--- src/rtl/owbm_pkg.sv ---
`timescale 1ns / 1ps
// ----------------------------------------------------------------------------
// owbm_pkg: shared definitions for the 1-Wire bus master core
// Widths, command codes, register indexes and register reset values.
// ----------------------------------------------------------------------------
package owbm_pkg;

  localparam int TICK_COUNT_BITS = 10;
  localparam int CFG_W           = 10;
  localparam int CFG_IDX_W       = 3;
  localparam int IN_TDATA_W      = 16;
  localparam int OUT_TDATA_W     = 16;

  typedef logic [TICK_COUNT_BITS-1:0] tick_t;
  typedef logic [CFG_W-1:0]           cfg_val_t;
  typedef logic [CFG_IDX_W-1:0]       cfg_idx_t;

  typedef enum logic [1:0] {
    OP_NONE  = 2'd0,
    OP_RESET = 2'd1,
    OP_WRITE = 2'd2,
    OP_READ  = 2'd3
  } op_t;

  localparam cfg_idx_t CFG_RESET_LOW     = 3'd0;
  localparam cfg_idx_t CFG_PRESENCE_WAIT = 3'd1;
  localparam cfg_idx_t CFG_RESET_RECOV   = 3'd2;
  localparam cfg_idx_t CFG_SLOT          = 3'd3;
  localparam cfg_idx_t CFG_WRITE_ONE_LOW = 3'd4;
  localparam cfg_idx_t CFG_READ_LOW      = 3'd5;

  localparam cfg_val_t RST_RESET_LOW     = 10'd480;
  localparam cfg_val_t RST_PRESENCE_WAIT = 10'd80;
  localparam cfg_val_t RST_RESET_RECOV   = 10'd400;
  localparam cfg_val_t RST_SLOT          = 10'd60;
  localparam cfg_val_t RST_WRITE_ONE_LOW = 10'd1;
  localparam cfg_val_t RST_READ_LOW      = 10'd2;

endpackage

--- src/rtl/one_wire_bus_master_core.sv ---
`timescale 1ns / 1ps
// ----------------------------------------------------------------------------
// one_wire_bus_master_core: 1-Wire bus master, one beat per timing tick
//
// Each input beat is one tick (normally one microsecond). It carries the bus
// level sampled during that tick and an optional command: reset with presence
// detect, write a byte or read a byte, bytes least significant bit first.
// Every accepted input beat yields exactly one output beat with the drive
// level for that tick, busy, a done pulse on the last tick of a command,
// the presence flag of the last reset and the last read byte.
// Commands seen while a command runs (including its done tick) are ignored.
// Pulse lengths come from six 10-bit registers written through the cfg port;
// the user must write them only while no command runs, as the block does not
// enforce it. A register written with zero acts as one. The result of a beat
// is registered in the output register at the clock edge that accepts it.
// Throughput is one beat per cycle while the receiver keeps the output drained.
// The input stays ready while the output register is empty or is being
// drained in the same cycle, so a stalled receiver stalls the input after
// one held result. Synchronous reset clears the sequencer, the flags and the
// output valid, and loads the register defaults.
// ----------------------------------------------------------------------------
module one_wire_bus_master_core (
  input  logic                                clk,
  input  logic                                rst_n,
  input  logic                                in_tvalid,
  output logic                                in_tready,
  // line_level [0], command [2:1], write_byte [10:3], zeros above
  input  logic [owbm_pkg::IN_TDATA_W-1:0]     in_tdata,
  output logic                                out_tvalid,
  input  logic                                out_tready,
  // drive_low [0], busy_res [1], done_res [2], presence [3], read_byte [11:4]
  output logic [owbm_pkg::OUT_TDATA_W-1:0]    out_tdata,
  input  logic                                cfg_we,
  input  owbm_pkg::cfg_idx_t                  cfg_index,
  input  owbm_pkg::cfg_val_t                  cfg_wdata
);

  typedef enum logic [2:0] {
    PH_IDLE       = 3'd0,
    PH_RST_LOW    = 3'd1,
    PH_RST_WAIT   = 3'd2,
    PH_RST_RECOV  = 3'd3,
    PH_SLOT_LOW   = 3'd4,
    PH_SLOT_HIGH  = 3'd5,
    PH_SLOT_RECOV = 3'd6
  } phase_t;

  localparam int CMP_W = ((owbm_pkg::TICK_COUNT_BITS > owbm_pkg::CFG_W) ?
                          owbm_pkg::TICK_COUNT_BITS : owbm_pkg::CFG_W) + 1;

  // Configuration registers.
  owbm_pkg::cfg_val_t reset_low_r, presence_wait_r, reset_recov_r;
  owbm_pkg::cfg_val_t slot_r, write_one_low_r, read_low_r;

  // Sequencer state.
  phase_t           phase_r, phase_nxt;
  owbm_pkg::tick_t  tick_r, tick_nxt;
  logic [2:0]       bit_r, bit_nxt;
  logic [7:0]       shift_r, shift_nxt;
  owbm_pkg::op_t    op_r, op_nxt;
  logic             pres_r, pres_nxt;
  logic [7:0]       rx_r, rx_nxt;

  // Output register.
  logic             out_tvalid_r;
  logic             drive_r, busy_r, done_r;
  logic             drive_nxt, busy_nxt, done_nxt;

  logic             line_level;
  owbm_pkg::op_t    command;
  logic [7:0]       write_byte;
  logic             in_accept;

  assign line_level = in_tdata[0];
  assign command    = owbm_pkg::op_t'(in_tdata[2:1]);
  assign write_byte = in_tdata[10:3];

  assign in_tready  = !out_tvalid_r || out_tready;
  assign in_accept  = in_tvalid && in_tready;
  assign out_tvalid = out_tvalid_r;
  assign out_tdata  = {{(owbm_pkg::OUT_TDATA_W-12){1'b0}}, rx_r, pres_r,
                       done_r, busy_r, drive_r};

  always_ff @(posedge clk) begin
    if (!rst_n) begin
      reset_low_r     <= owbm_pkg::RST_RESET_LOW;
      presence_wait_r <= owbm_pkg::RST_PRESENCE_WAIT;
      reset_recov_r   <= owbm_pkg::RST_RESET_RECOV;
      slot_r          <= owbm_pkg::RST_SLOT;
      write_one_low_r <= owbm_pkg::RST_WRITE_ONE_LOW;
      read_low_r      <= owbm_pkg::RST_READ_LOW;
    end else if (cfg_we) begin
      unique case (cfg_index)
        owbm_pkg::CFG_RESET_LOW:     reset_low_r     <= cfg_wdata;
        owbm_pkg::CFG_PRESENCE_WAIT: presence_wait_r <= cfg_wdata;
        owbm_pkg::CFG_RESET_RECOV:   reset_recov_r   <= cfg_wdata;
        owbm_pkg::CFG_SLOT:          slot_r          <= cfg_wdata;
        owbm_pkg::CFG_WRITE_ONE_LOW: write_one_low_r <= cfg_wdata;
        owbm_pkg::CFG_READ_LOW:      read_low_r      <= cfg_wdata;
        default: ;
      endcase
    end
  end

  // One tick of the sequencer: command start, sampling, then phase timing.
  always_comb begin
    phase_t             ph;
    owbm_pkg::op_t      op;
    owbm_pkg::tick_t    tk;
    logic [2:0]         bi;
    logic [7:0]         sh;
    owbm_pkg::cfg_val_t len;
    logic               cur_bit;
    logic               last_tick;

    ph = phase_r;
    op = op_r;
    tk = tick_r;
    bi = bit_r;
    sh = shift_r;
    pres_nxt  = pres_r;
    rx_nxt    = rx_r;
    drive_nxt = 1'b0;
    busy_nxt  = 1'b0;
    done_nxt  = 1'b0;
    len       = '0;
    cur_bit   = 1'b0;
    last_tick = 1'b0;

    if (phase_r == PH_IDLE && command != owbm_pkg::OP_NONE) begin
      op = command;
      tk = '0;
      bi = '0;
      if (command == owbm_pkg::OP_RESET) begin
        ph = PH_RST_LOW;
      end else begin
        ph = PH_SLOT_LOW;
        sh = (command == owbm_pkg::OP_WRITE) ? write_byte : 8'd0;
      end
    end

    if (ph != PH_IDLE) begin
      busy_nxt  = 1'b1;
      drive_nxt = (ph == PH_RST_LOW) || (ph == PH_SLOT_LOW);
      if (ph == PH_RST_RECOV && tk == '0) begin
        pres_nxt = !line_level;
      end
      // A read samples the bus on the first released tick of the slot.
      if (ph == PH_SLOT_HIGH && op == owbm_pkg::OP_READ && tk == '0 && line_level) begin
        sh[bi] = 1'b1;
      end
      cur_bit = sh[bi];

      unique case (ph)
        PH_RST_LOW:   len = reset_low_r;
        PH_RST_WAIT:  len = presence_wait_r;
        PH_RST_RECOV: len = reset_recov_r;
        PH_SLOT_LOW: begin
          if (op == owbm_pkg::OP_READ) len = read_low_r;
          else                         len = cur_bit ? write_one_low_r : slot_r;
        end
        PH_SLOT_HIGH: len = slot_r;
        default:      len = owbm_pkg::cfg_val_t'(1);
      endcase

      last_tick = (CMP_W'(tk) + CMP_W'(1)) >= CMP_W'(len);

      if (last_tick) begin
        tk = '0;
        unique case (ph)
          PH_RST_LOW:  ph = PH_RST_WAIT;
          PH_RST_WAIT: ph = PH_RST_RECOV;
          PH_SLOT_LOW: begin
            if (op == owbm_pkg::OP_WRITE && !cur_bit) ph = PH_SLOT_RECOV;
            else                                      ph = PH_SLOT_HIGH;
          end
          PH_SLOT_HIGH, PH_SLOT_RECOV: begin
            if (bi == 3'd7) begin
              done_nxt = 1'b1;
            end else begin
              bi = bi + 3'd1;
              ph = PH_SLOT_LOW;
            end
          end
          default: done_nxt = 1'b1;
        endcase
        if (done_nxt) begin
          if (op == owbm_pkg::OP_READ) rx_nxt = sh;
          ph = PH_IDLE;
          op = owbm_pkg::OP_NONE;
          bi = '0;
        end
      end else begin
        tk = tk + owbm_pkg::tick_t'(1);
      end
    end

    phase_nxt = ph;
    op_nxt    = op;
    tick_nxt  = tk;
    bit_nxt   = bi;
    shift_nxt = sh;
  end

  always_ff @(posedge clk) begin
    if (!rst_n) begin
      phase_r      <= PH_IDLE;
      op_r         <= owbm_pkg::OP_NONE;
      tick_r       <= '0;
      bit_r        <= '0;
      shift_r      <= '0;
      pres_r       <= 1'b0;
      rx_r         <= '0;
      out_tvalid_r <= 1'b0;
      drive_r      <= 1'b0;
      busy_r       <= 1'b0;
      done_r       <= 1'b0;
    end else begin
      if (in_accept) begin
        phase_r <= phase_nxt;
        op_r    <= op_nxt;
        tick_r  <= tick_nxt;
        bit_r   <= bit_nxt;
        shift_r <= shift_nxt;
        pres_r  <= pres_nxt;
        rx_r    <= rx_nxt;
        drive_r <= drive_nxt;
        busy_r  <= busy_nxt;
        done_r  <= done_nxt;
        out_tvalid_r <= 1'b1;
      end else if (out_tready) begin
        out_tvalid_r <= 1'b0;
      end
    end
  end

  // A finished command leaves the sequencer idle.
  a_done_goes_idle: assert property (@(posedge clk) disable iff (!rst_n)
    in_accept && done_nxt |=> phase_r == PH_IDLE)
    else $error("done beat did not return the sequencer to idle");

  // The bus is only pulled low while a command runs.
  a_drive_needs_busy: assert property (@(posedge clk) disable iff (!rst_n)
    out_tvalid_r && drive_r |-> busy_r)
    else $error("bus driven low outside a command");

  // Done only marks a tick of a running command.
  a_done_needs_busy: assert property (@(posedge clk) disable iff (!rst_n)
    out_tvalid_r && done_r |-> busy_r)
    else $error("done without busy");

  // The result of each beat is valid in the cycle after it is taken.
  a_one_cycle_latency: assert property (@(posedge clk) disable iff (!rst_n)
    in_accept |=> out_tvalid_r)
    else $error("accepted beat produced no result");

endmodule
--- config.mk ---
export PLATFORM = sky130hd
export DESIGN_NAME = one_wire_bus_master_core
export DESIGN_NICKNAME = d
export VERILOG_FILES = /design/src/rtl/owbm_pkg.sv /design/src/rtl/one_wire_bus_master_core.sv
export SDC_FILE = /design/constraint.sdc
export NUM_CORES = 1
export LEC_CHECK = 0
export ABC_AREA = 1
export BUFFER_PORTS_ARGS = -buffer_cell sky130_fd_sc_hd__clkbuf_2
export CAP_MARGIN = 15
export CORE_MARGIN = 10
export CORE_UTILIZATION = 45
export DETAILED_ROUTE_END_ITERATION = 10
export REMOVE_ABC_BUFFERS = 1
export SLEW_MARGIN = 20
export SYNTH_ARGS = -nofsm -noshare
export SYNTH_HDL_FRONTEND = slang
export SYNTH_SLANG_ARGS = --single-unit
export TNS_END_PERCENT = 100
--- constraint.sdc ---
create_clock -name clk -period 14.1 [get_ports clk]
set_input_delay 2.82 -clock clk [delete_from_list [all_inputs] [get_ports clk]]
set_output_delay 2.82 -clock clk [all_outputs]
set_load 0.02 [all_outputs]
# After elaboration in Yosys (flattened, before gate mapping)
# Cells that the tools add are included.
# totals
reg_bits	99
input_bits	34
output_inout_bits	18
wordCells	114
# classes
n_addsub	3
magnitude_cmp	3
eq_ne	16
n_mux	45
n_bitwise	1
n_reduce_logical	29
# op_table
op	n
two-way mux 10 bit	6
case mux 10 bit (5 select lines)	1
two-way mux 8 bit	6
two-way mux 3 bit	12
== test 3 bit, second input constant	6
== test 3 x 2 -> 1 bit, second input constant	4
case mux 3 bit (4 select lines)	1
AND reduction 2 bit	6
adder 10 x 1 -> 11 bit, second input constant	1
>= comparator 11 x 10 -> 1 bit	1
two-way mux 1 bit	11
adder 10 x 1 -> 10 bit, second input constant	1
logical NOT 10 bit	1
two-way mux 2 bit	5
logical AND 1 bit	8
bitwise OR 8 bit	1
== test 2 bit, second input constant	3
== test 3 x 1 -> 1 bit, second input constant	2
logical NOT 3 bit	2
AND reduction 5 bit	1
less-than comparator 3 x 4 -> 1 bit, second input constant	1
nonzero test 2 bit	2
adder 3 x 1 -> 3 bit, second input constant	1
binary-select mux 1 bit (select 3 bit)	1
other kinds (10)	13

# Depth between registers and ports, before layout
# Gate-level depths: netlist of the first run.
# depth
ltp_word	22
depth_mapped	38
mapped_depth_nobuf	36

# Worst setup path before layout of the first run
# No wires, ideal clock.
# synth_path
path_type	input-to-reg
startpoint	input in_tdata[2] (netlist name)
endpoint	register rx_r[5]
setup_ns	0.070
t_arrival_ns	6.564
required_time_ns	14.030
slack_ns	7.467
path_stages	36
cell_sequence	inv_1 nand2_1 nand3_4 buf_8 buf_6 nand2_1 ha_1 nand3_2 nor2_4 nand3_1 nand2_1 nand2_1 nand3_1 nand3_2 nand2_4 buf_6 nand2_1 o21ai_2 o21bai_2 nand3_1 nor2_1 ha_1 a21oi_1 nor2_1 a211oi_1 o21ai_0 nand2_1 nand2_1 o21ai_0 inv_1 o21ai_0 nand2_4 nand4_4 buf_2 o21ai_1 a21oi_1
# synth_between
elab_chain_len	18
word_cells_on_any_way	48
cone_classes	add/sub (1); order compare (3); eq/ne (10); mux (22); bitwise (1); reduce/logical (11)
# synth_rtl
item	line	source
start, declared	one_wire_bus_master_core.sv:28	input logic [owbm_pkg::IN_TDATA_W-1:0] in_tdata,
nonzero test 2 bit	one_wire_bus_master_core.sv:130	if (phase_r == PH_IDLE && command != owbm_pkg::OP_NONE) begin
logical AND 1 bit	one_wire_bus_master_core.sv:130	
two-way mux 3 bit	one_wire_bus_master_core.sv:130	
less-than comparator 3 x 4 -> 1 bit (implied by the code) or >= comparator 3 x 1 -> 1 bit (tied branches)	one_wire_bus_master_core.sv:150	sh[bi] = 1'b1;
logical AND 1 bit (implied by the code)	one_wire_bus_master_core.sv:150	
two-way mux 1 bit (implied by the code)	one_wire_bus_master_core.sv:150	
demux 1 bit (select 3 bit)	one_wire_bus_master_core.sv:150	
bitwise OR 8 bit (no source line)	-	
(+2 left out)	-	
binary-select mux 1 bit (select 3 bit)	one_wire_bus_master_core.sv:152	cur_bit = sh[bi];
two-way mux 1 bit (implied by the code)	one_wire_bus_master_core.sv:152	
two-way mux 10 bit	one_wire_bus_master_core.sv:160	else len = cur_bit ? write_one_low_r : slot_r;
two-way mux 10 bit	one_wire_bus_master_core.sv:159	if (op == owbm_pkg::OP_READ) len = read_low_r;
case mux 10 bit (5 select lines)	one_wire_bus_master_core.sv:154	unique case (ph)
two-way mux 10 bit	one_wire_bus_master_core.sv:142	if (ph != PH_IDLE) begin
>= comparator 11 x 10 -> 1 bit	one_wire_bus_master_core.sv:166	last_tick = (CMP_W'(tk) + CMP_W'(1)) >= CMP_W'(len);
AND reduction 5 bit (no source line)	-	
end signal, assigned	one_wire_bus_master_core.sv:226	rx_r <= rx_nxt;
end, declared	one_wire_bus_master_core.sv:62	logic [7:0] rx_r, rx_nxt;
# Several ways; a longest one is shown, not always the timed one. The select of a mux whose other input is x is not followed.
# A chain may end at the register's enable or synchronous reset.

# Worst setup path after layout of the first run
# layout_path
startpoint	input in_tdata[2] (netlist name)
endpoint	register tick_r[9]
# layout_between
elab_chain_len	19
word_cells_on_any_way	42
cone_classes	add/sub (2); order compare (3); eq/ne (8); mux (20); bitwise (1); reduce/logical (8)
# layout_rtl
item	line	source
nonzero test 2 bit	one_wire_bus_master_core.sv:130	
logical AND 1 bit	one_wire_bus_master_core.sv:130	
two-way mux 3 bit	one_wire_bus_master_core.sv:130	
less-than comparator 3 x 4 -> 1 bit (implied by the code) or >= comparator 3 x 1 -> 1 bit (tied branches)	one_wire_bus_master_core.sv:150	
logical AND 1 bit (implied by the code)	one_wire_bus_master_core.sv:150	
two-way mux 1 bit (implied by the code)	one_wire_bus_master_core.sv:150	
demux 1 bit (select 3 bit)	one_wire_bus_master_core.sv:150	
bitwise OR 8 bit (no source line)	-	
(+3 left out)	-	
two-way mux 1 bit (implied by the code)	one_wire_bus_master_core.sv:152	
two-way mux 10 bit	one_wire_bus_master_core.sv:160	
two-way mux 10 bit	one_wire_bus_master_core.sv:159	
case mux 10 bit (5 select lines)	one_wire_bus_master_core.sv:154	
two-way mux 10 bit	one_wire_bus_master_core.sv:142	
>= comparator 11 x 10 -> 1 bit	one_wire_bus_master_core.sv:166	
two-way mux 10 bit	one_wire_bus_master_core.sv:168	if (last_tick) begin
two-way mux 10 bit (*)	one_wire_bus_master_core.sv:142	
end signal, assigned	one_wire_bus_master_core.sv:222	tick_r <= tick_nxt;
end, declared	one_wire_bus_master_core.sv:57	owbm_pkg::tick_t tick_r, tick_nxt;
# Every way passes the cells marked *; elsewhere a longest branch is shown, timed or not. The select of a mux whose other input is x is not followed.

==> results of run 1 <==
[worst max-delay path, delay by kind of cell]
family | cells | cell delay [ns]
simple gates | 20 | 2.89
compound gates | 8 | 1.13
fa+ha+maj | 2 | 0.48
buf+inv | 3 | 0.17
[cell type report]
class / count / share of cell area [%]
Sequential cell: 99 / 33.4
Timing Repair Buffer: 49 / 4.43
Inverter: 75 / 4.75
Clock inverter: 5 / 0.528
Multi-Input combinational cell: 568 / 49.9
Tap cell: 147 / 3.10
Clock buffer: 10 / 3.86
[power breakdown]
| part | total [mW] | internal [mW] | switching [mW] |
|---|---|---|---|
| Combinational | 0.244 | 0.0755 | 0.168 |
| Clock | 0.228 | 0.118 | 0.109 |
| Sequential | 0.305 | 0.294 | 0.0109 |
[sequential cells by signal, indices dropped and copies added, names as in the netlist]
name	cells
presence_wait_r	10
read_low_r	10
reset_low_r	10
reset_recov_r	10
slot_r	10
tick_r	10
write_one_low_r	10
rx_r	8
shift_r	8
bit_r	3
phase_r	3
op_r	2
busy_r	1
done_r	1
drive_r	1
out_tvalid	1
pres_r	1
[per-layer routing]
metal	global-route usage [%]	up-vias
met5	0	-
met4	7.54	0
met3	2.96	23
met2	27.2	123
met1	22.1	2401
li1	-	2594
[cell families (layout without fill, tap and decap cells)]
kind of cell               after synthesis  count (layout)  share of synthesized area (%)
adders and majority gates               13              13                           2.98
buffers and inverters                  118             139                           9.82
and+or+nand+nor                        352             352                           28.6
DFF                                     99              99                           36.3
other                                    1               4                         0.0686
xor gates and xnor gates                 6               6                          0.961
AOI/OAI and AO/OA                      193             193                           21.3
[metrics by stage]
step	util, %	hold slack [ns]	cells	power [mW]	instance area (sq um)
3_3_place_gp	47.4	0.432	938	0.548	5670
4_1_cts	49.6	0.446	953	0.781	5930
6_report	49.6	0.443	953	0.776	5930
5_1_grt	49.6	0.469	953	0.823	5930
2_1_floorplan	-	0.424	742	0.484	5220
3_5_place_dp	47.4	0.436	938	0.554	5670
[synthesized netlist by cell type (2+ instances only)]
cell type and number:
clkbuf_1 25, nand3_2 4, o21ai_1 3, a22oi_1 16, a221oi_1 2, inv_1 60, buf_2 2, o21bai_2 8
nor3_1 2, o21ai_2 11, nand2_2 3, nand2_4 7, clkinv_1 7, nor2_4 3, xor2_1 6, a211oi_1 2
a21oi_1 56, nor2_2 4, a31oi_1 3, o21ai_0 84, buf_6 4, dfxtp_1 99, ha_1 13, inv_2 8
nand2_1 153, nor3_2 2, nand3_1 43, nor2_1 119, buf_4 9, nand4_1 8
[worst max path at each step]
| stage | endpoint | start | slack, ns |
|---|---|---|---|
| 4_1_cts | tick_r[8] | in_tdata[2] | 6.85 |
| 3_3_place_gp | tick_r[6] | in_tdata[2] | 6.56 |
| 6_report | tick_r[9] | in_tdata[2] | 6.85 |
| 5_1_grt | tick_r[2] | in_tdata[1] | 6.36 |
| 2_1_floorplan | bit_r[0] | in_tdata[2] | 7.43 |
| 3_5_place_dp | tick_r[8] | in_tdata[2] | 6.50 |
==> results.tsv, run 1 <==
stage	metric	value	unit
clock_tree	postCtsHoldBufs	0	
placed_design	port-buffer-count	42	
clock_tree	cts_resized	0	
worst_hold_path	min_to	rx_r[4]	
logic_synthesis	ys_async_sr_fraction	0	%
clock_tree	post_cts_buffers	0	
route	top_layer	met4	
timing	post-route-period-util	51.4	%
timing	slew_headroom	31.3	%
critical_path	setup.worst_path.start_class	input port	
clock_tree	root_buffer	clkbuf_16	
critical_path	worst_path_most_repeated_cell	nand2_1	
floorplanning	core_area	0.0120	sq mm
floorplanning	start_util	45.7	%
critical_path	reg2reg_from	phase_r[2]	
finish	antenna-diode-count	0	
floorplanning	io_pins	52	
global_route	grt_max_degree	77	
route	drtPass1Iterations	5	
timing	slew_violations	0	
clock_tree	clockBufferDepth	2	
timing	tns	0	ns
outcome	status	finished, final reports clean	
critical_path	r2r_slack	8.93	ns
logic_synthesis	synthesis.area	0.00547	sq mm
power	cellLeakagePower	2.77	nW
route	drc_errors	0	
worst_hold_path	hold_class	register to register	
critical_path	reg2reg_depth	31	
clock_tree	path_clk_slew	0.07	ns
logic_synthesis	seq_area_frac_synth	36.3	%
placed_design	gp_congestion	0.876	
clock_tree	cts_num_sinks	99	
floorplanning	die_y	130	um
critical_path	required	14.38	ns
logic_synthesis	yosys_warnings	0	
timing	rsz0062_at_grt	false	
clock_tree	htree_levels	3	
route	wl_met1	6760	um
timing	clock_skew	0.00510	ns
logic_synthesis	synth_top_cell_area_share	36.3	%
logic_synthesis	synthCells	782	
logic_synthesis	synth_area_leader_cell	dfxtp_1	
power	vdd_drop_max	50.7	uV
floorplanning	die_w	130	um
placed_design	hpwl	10100	um
route	drt-total-wl	14400	um
route	routedWlPerCell	15.1	um
floorplanning	die_area	0.0170	sq mm
critical_path	cpMaxStageDelayCell	nor2_2	
finish	multi_input_area	0.00296	sq mm
global_route	grt_pass1_wl	23400	um
floorplanning	floorplan.rows	40	
global_route	grt_pass1_vias	4723	
timing	tightestPinTransition	1.03	ns
route	route.vias.total	5141	
route	dr_wl_met2	6590	um
critical_path	r2r-end	tick_r[9]	
clock_tree	cts_tree	done	
timing	hold_violations	0	
logic_synthesis	synth_area_per_cell	6.99	sq um
critical_path	critical_path_peak_fanout	22	
clock_tree	cts_inserted_buffers	9	
timing	fin_crit	7.25	ns
finish	drive_gt1_share	14.9	%
finish	nNetsFinal	849	
finish	final_cell_mix	153 x nand2_1, 119 x nor2_1, 99 x dfxtp_1	
logic_synthesis	ys.flop_type	dfxtp_1	
logic_synthesis	synth_area_leaders	dfxtp_1 36%, nand2_1 11%, nor2_1 8.2%, o21ai_0 7.7%, a21oi_1 5.1%	
finish	layout_commonest_cell	nand2_1	
clock_tree	clk_latency	0.35	ns
finish	nFillCells	1206	
flow_run	maxCapViolations	0	
logic_synthesis	yosys_register_bits	99	
route	drt_first_iter_violations	441	
route	ant_nets	0	
power	p_per_area	131	mW/mm^2
timing	worst_slack	6.85	ns
critical_path	worst-setup-path-type	input port to register	
global_route	antenna_found_initial	0	
logic_synthesis	synth_edf_count	0	
global_route	grt_usage	17.1	%
route	vias_per_cell	5.39	
finish	seq_area	0.00198	sq mm
placed_design	dpl_worst_slack	6.50	ns
worst_hold_path	min-delay-start	rx_r[4]	
global_route	grt_overflow	0	
timing	max_freq	138	MHz
logic_synthesis	ys_types	46	
route	wl_met3	717	um
critical_path	endpoint_kind	register	
critical_path	max_stage_delay	0.37	ns
timing	setup_violations	0	
worst_hold_path	whs_path_depth	2	
critical_path	crit_arrival	7.53	ns
finish	synthToLayoutAreaGrowth	8.47	%
Note: power is estimated with default switching activity, not from simulation.
==> inputs of run 2 (changes only) <==
==> constraint.sdc (replaced) <==
create_clock -name clk -period 7 [get_ports clk]
set_input_delay 1.4 -clock clk [delete_from_list [all_inputs] [get_ports clk]]
set_output_delay 1.4 -clock clk [all_outputs]
set_load 0.02 [all_outputs]
==> run 2 against run 1 <==
Effect of this change: critical path depth unchanged; clock skew about the same; combinational power increased by 100%; non-clock buffer count unchanged; cell area increased by 0.36%; via count decreased by 0.37%; global-route usage increased by 0.15 points; first-iteration DRC count decreased by 2.0%; sequential power increased by 100%; die area unchanged; largest cell class unchanged.
==> results.tsv, run 2 (synthesis gave the netlist of run 1 again) <==
stage	metric	value	unit	change
clock_tree	post_cts_buffers	0		unchanged
floorplanning	start_util	45.7	%	unchanged
critical_path	worst-setup-path-type	input port to register		
critical_path	critical_path_peak_fanout	22		unchanged
critical_path	setup.worst_path.start_class	input port		
clock_tree	clk_latency	0.35	ns	about the same
clock_tree	htree_levels	3		unchanged
route	drt_first_iter_violations	432		-2.0%
placed_design	hpwl	10100	um	about the same
timing	hold_ws	0.445	ns	+0.00149 ns
route	routedWlPerCell	15.1	um	about the same
power	cellLeakagePower	2.78	nW	+0.29%
critical_path	max_stage_delay	0.36	ns	about the same
floorplanning	die_w	130	um	unchanged
route	drt-total-wl	14400	um	+0.15%
timing	tightestPinTransition	1.04	ns	+0.0106 ns
timing	setup_violations	0		unchanged
finish	finalInstanceArea	0.00595	sq mm	+0.36%
critical_path	worst_path_most_repeated_cell	nand2_1		
clock_tree	cts_inserted_buffers	9		unchanged
global_route	grt_max_degree	77		unchanged
timing	hold_violations	0		unchanged
route	drc_errors	0		unchanged
finish	antenna-diode-count	0		unchanged
route	drtPass1Iterations	5		unchanged
clock_tree	clockBufferDepth	2		unchanged
power	vdd_drop_max	143	uV	+180%
timing	slew_violations	0		unchanged
clock_tree	cts_num_sinks	99		unchanged
floorplanning	die_y	130	um	unchanged
route	vias_per_cell	5.37		-0.47%
route	dr_wl_met2	6730	um	+2.1%
finish	stdcell_count	954		+0.10%
global_route	antenna_found_initial	0		unchanged
route	wl_met1	6670	um	-1.2%
clock_tree	cts_resized	0		unchanged
floorplanning	floorplan.rows	40		unchanged
clock_tree	postCtsHoldBufs	0		unchanged
timing	post-route-period-util	82.8	%	
clock_tree	path_clk_slew	0.07	ns	about the same
clock_tree	cts_tree	done		
power	p_per_area	267	mW/mm^2	+100%
critical_path	endpoint_kind	register		
global_route	grt_pass1_wl	23500	um	+0.32%
timing	slew_headroom	30.6	%	-0.71 points
timing	rsz0062_at_grt	false		
clock_tree	root_buffer	clkbuf_16		
critical_path	cp_top_family	simple AND/OR/NAND/NOR gates		
worst_hold_path	hold_class	register to register		
floorplanning	die_area	0.0170	sq mm	unchanged
placed_design	placed_cells	938		unchanged
route	wl_met3	759	um	+5.9%
placed_design	port-buffer-count	42		unchanged
floorplanning	core_area	0.0120	sq mm	unchanged
placed_design	placed_area	0.00567	sq mm	unchanged
placed_design	gp_congestion	0.873		-0.43%
finish	nNetsFinal	849		unchanged
critical_path	cpMaxStageDelayCell	nor2_2		
route	top_layer	met4		
route	ant_nets	0		unchanged
global_route	grt_usage	17.2	%	+0.15 points
outcome	status	finished, final reports clean		
critical_path	crit_arrival	6.07	ns	-1.46 ns
timing	fin_crit	5.79	ns	
finish	nFillCells	1193		-1.1%
route	route.vias.total	5122		-0.37%
finish	synthToLayoutAreaGrowth	8.86	%	
finish	drive_gt1_share	14.9	%	-0.018 points
critical_path	required	7.28	ns	-7.10 ns
global_route	grt_pass1_vias	4569		-3.3%
timing	clock_skew	0.00504	ns	-0.0000596 ns
global_route	grt_overflow	0		unchanged
critical_path	critPathBufInv	3		unchanged
flow_run	maxCapViolations	0		unchanged
floorplanning	io_pins	52		unchanged
finish	utilization	49.7	%	+0.18 points
timing	tns	0	ns	unchanged
finish	layout_commonest_cell	nand2_1		
finish	final_cell_mix	153 x nand2_1, 119 x nor2_1, 99 x dfxtp_1		
timing	max_freq	173	MHz	
-- run 2: cell types whose count changed in the layout (fill, tap and decap cells not counted), sizes merged --
cell | before | now
clkinv | 11 | 8
clkbuf | 52 | 55
inv | 68 | 69
-- run 2: path summary, 6_finish.rpt --
kind                    start  depth (start not counted)  slack, ns        end
hold / removal        rx_r[1]                          2       0.44    rx_r[1]
setup / recovery  in_tdata[2]                         33       1.21  tick_r[8]
hold reg to reg       rx_r[1]                          2       0.44    rx_r[1]
setup reg to reg   phase_r[2]                         31       1.88  tick_r[8]
-- run 2: routing by layer --
layer	vias up	global-route usage (%)
li1	2595	-
met1	2381	22.7
met2	129	27.9
met3	17	2.80
met4	0	5.89
met5	-	0
-- run 2: area by class of cell --
cell class | instances | area, sq um | area share (%)
Tap cell | 147 | 184 | 3.09
Sequential cell | 99 | 1980 | 33.3
Inverter | 75 | 282 | 4.73
Multi-Input combinational cell | 568 | 2960 | 49.7
Clock buffer | 13 | 260 | 4.37
Clock inverter | 3 | 21.3 | 0.357
Timing Repair Buffer | 49 | 263 | 4.42
-- run 2: power breakdown --
| group | total [mW] | switching, mW | internal [mW] |
|---|---|---|---|
| Sequential | 0.614 | 0.0216 | 0.593 |
| Combinational | 0.489 | 0.337 | 0.152 |
| Clock | 0.485 | 0.223 | 0.262 |
-- run 2: worst register-to-register path, delay by kind of cell (launching register included) --
kind / cells / cell delay (ns)
compound gates: 8 / 1.13
flops: 1 / 0.39
simple gates: 20 / 3.01
buf+inv: 1 / 0.05
fa+ha+maj: 2 / 0.49
-- run 2: through the flow --
step	power (mW)	setup WS [ns]
3_5_place_dp	1.11	0.850
3_3_place_gp	1.10	0.911
4_1_cts	1.60	1.19
2_1_floorplan	0.975	1.75
6_report	1.59	1.21
5_1_grt	1.68	0.544
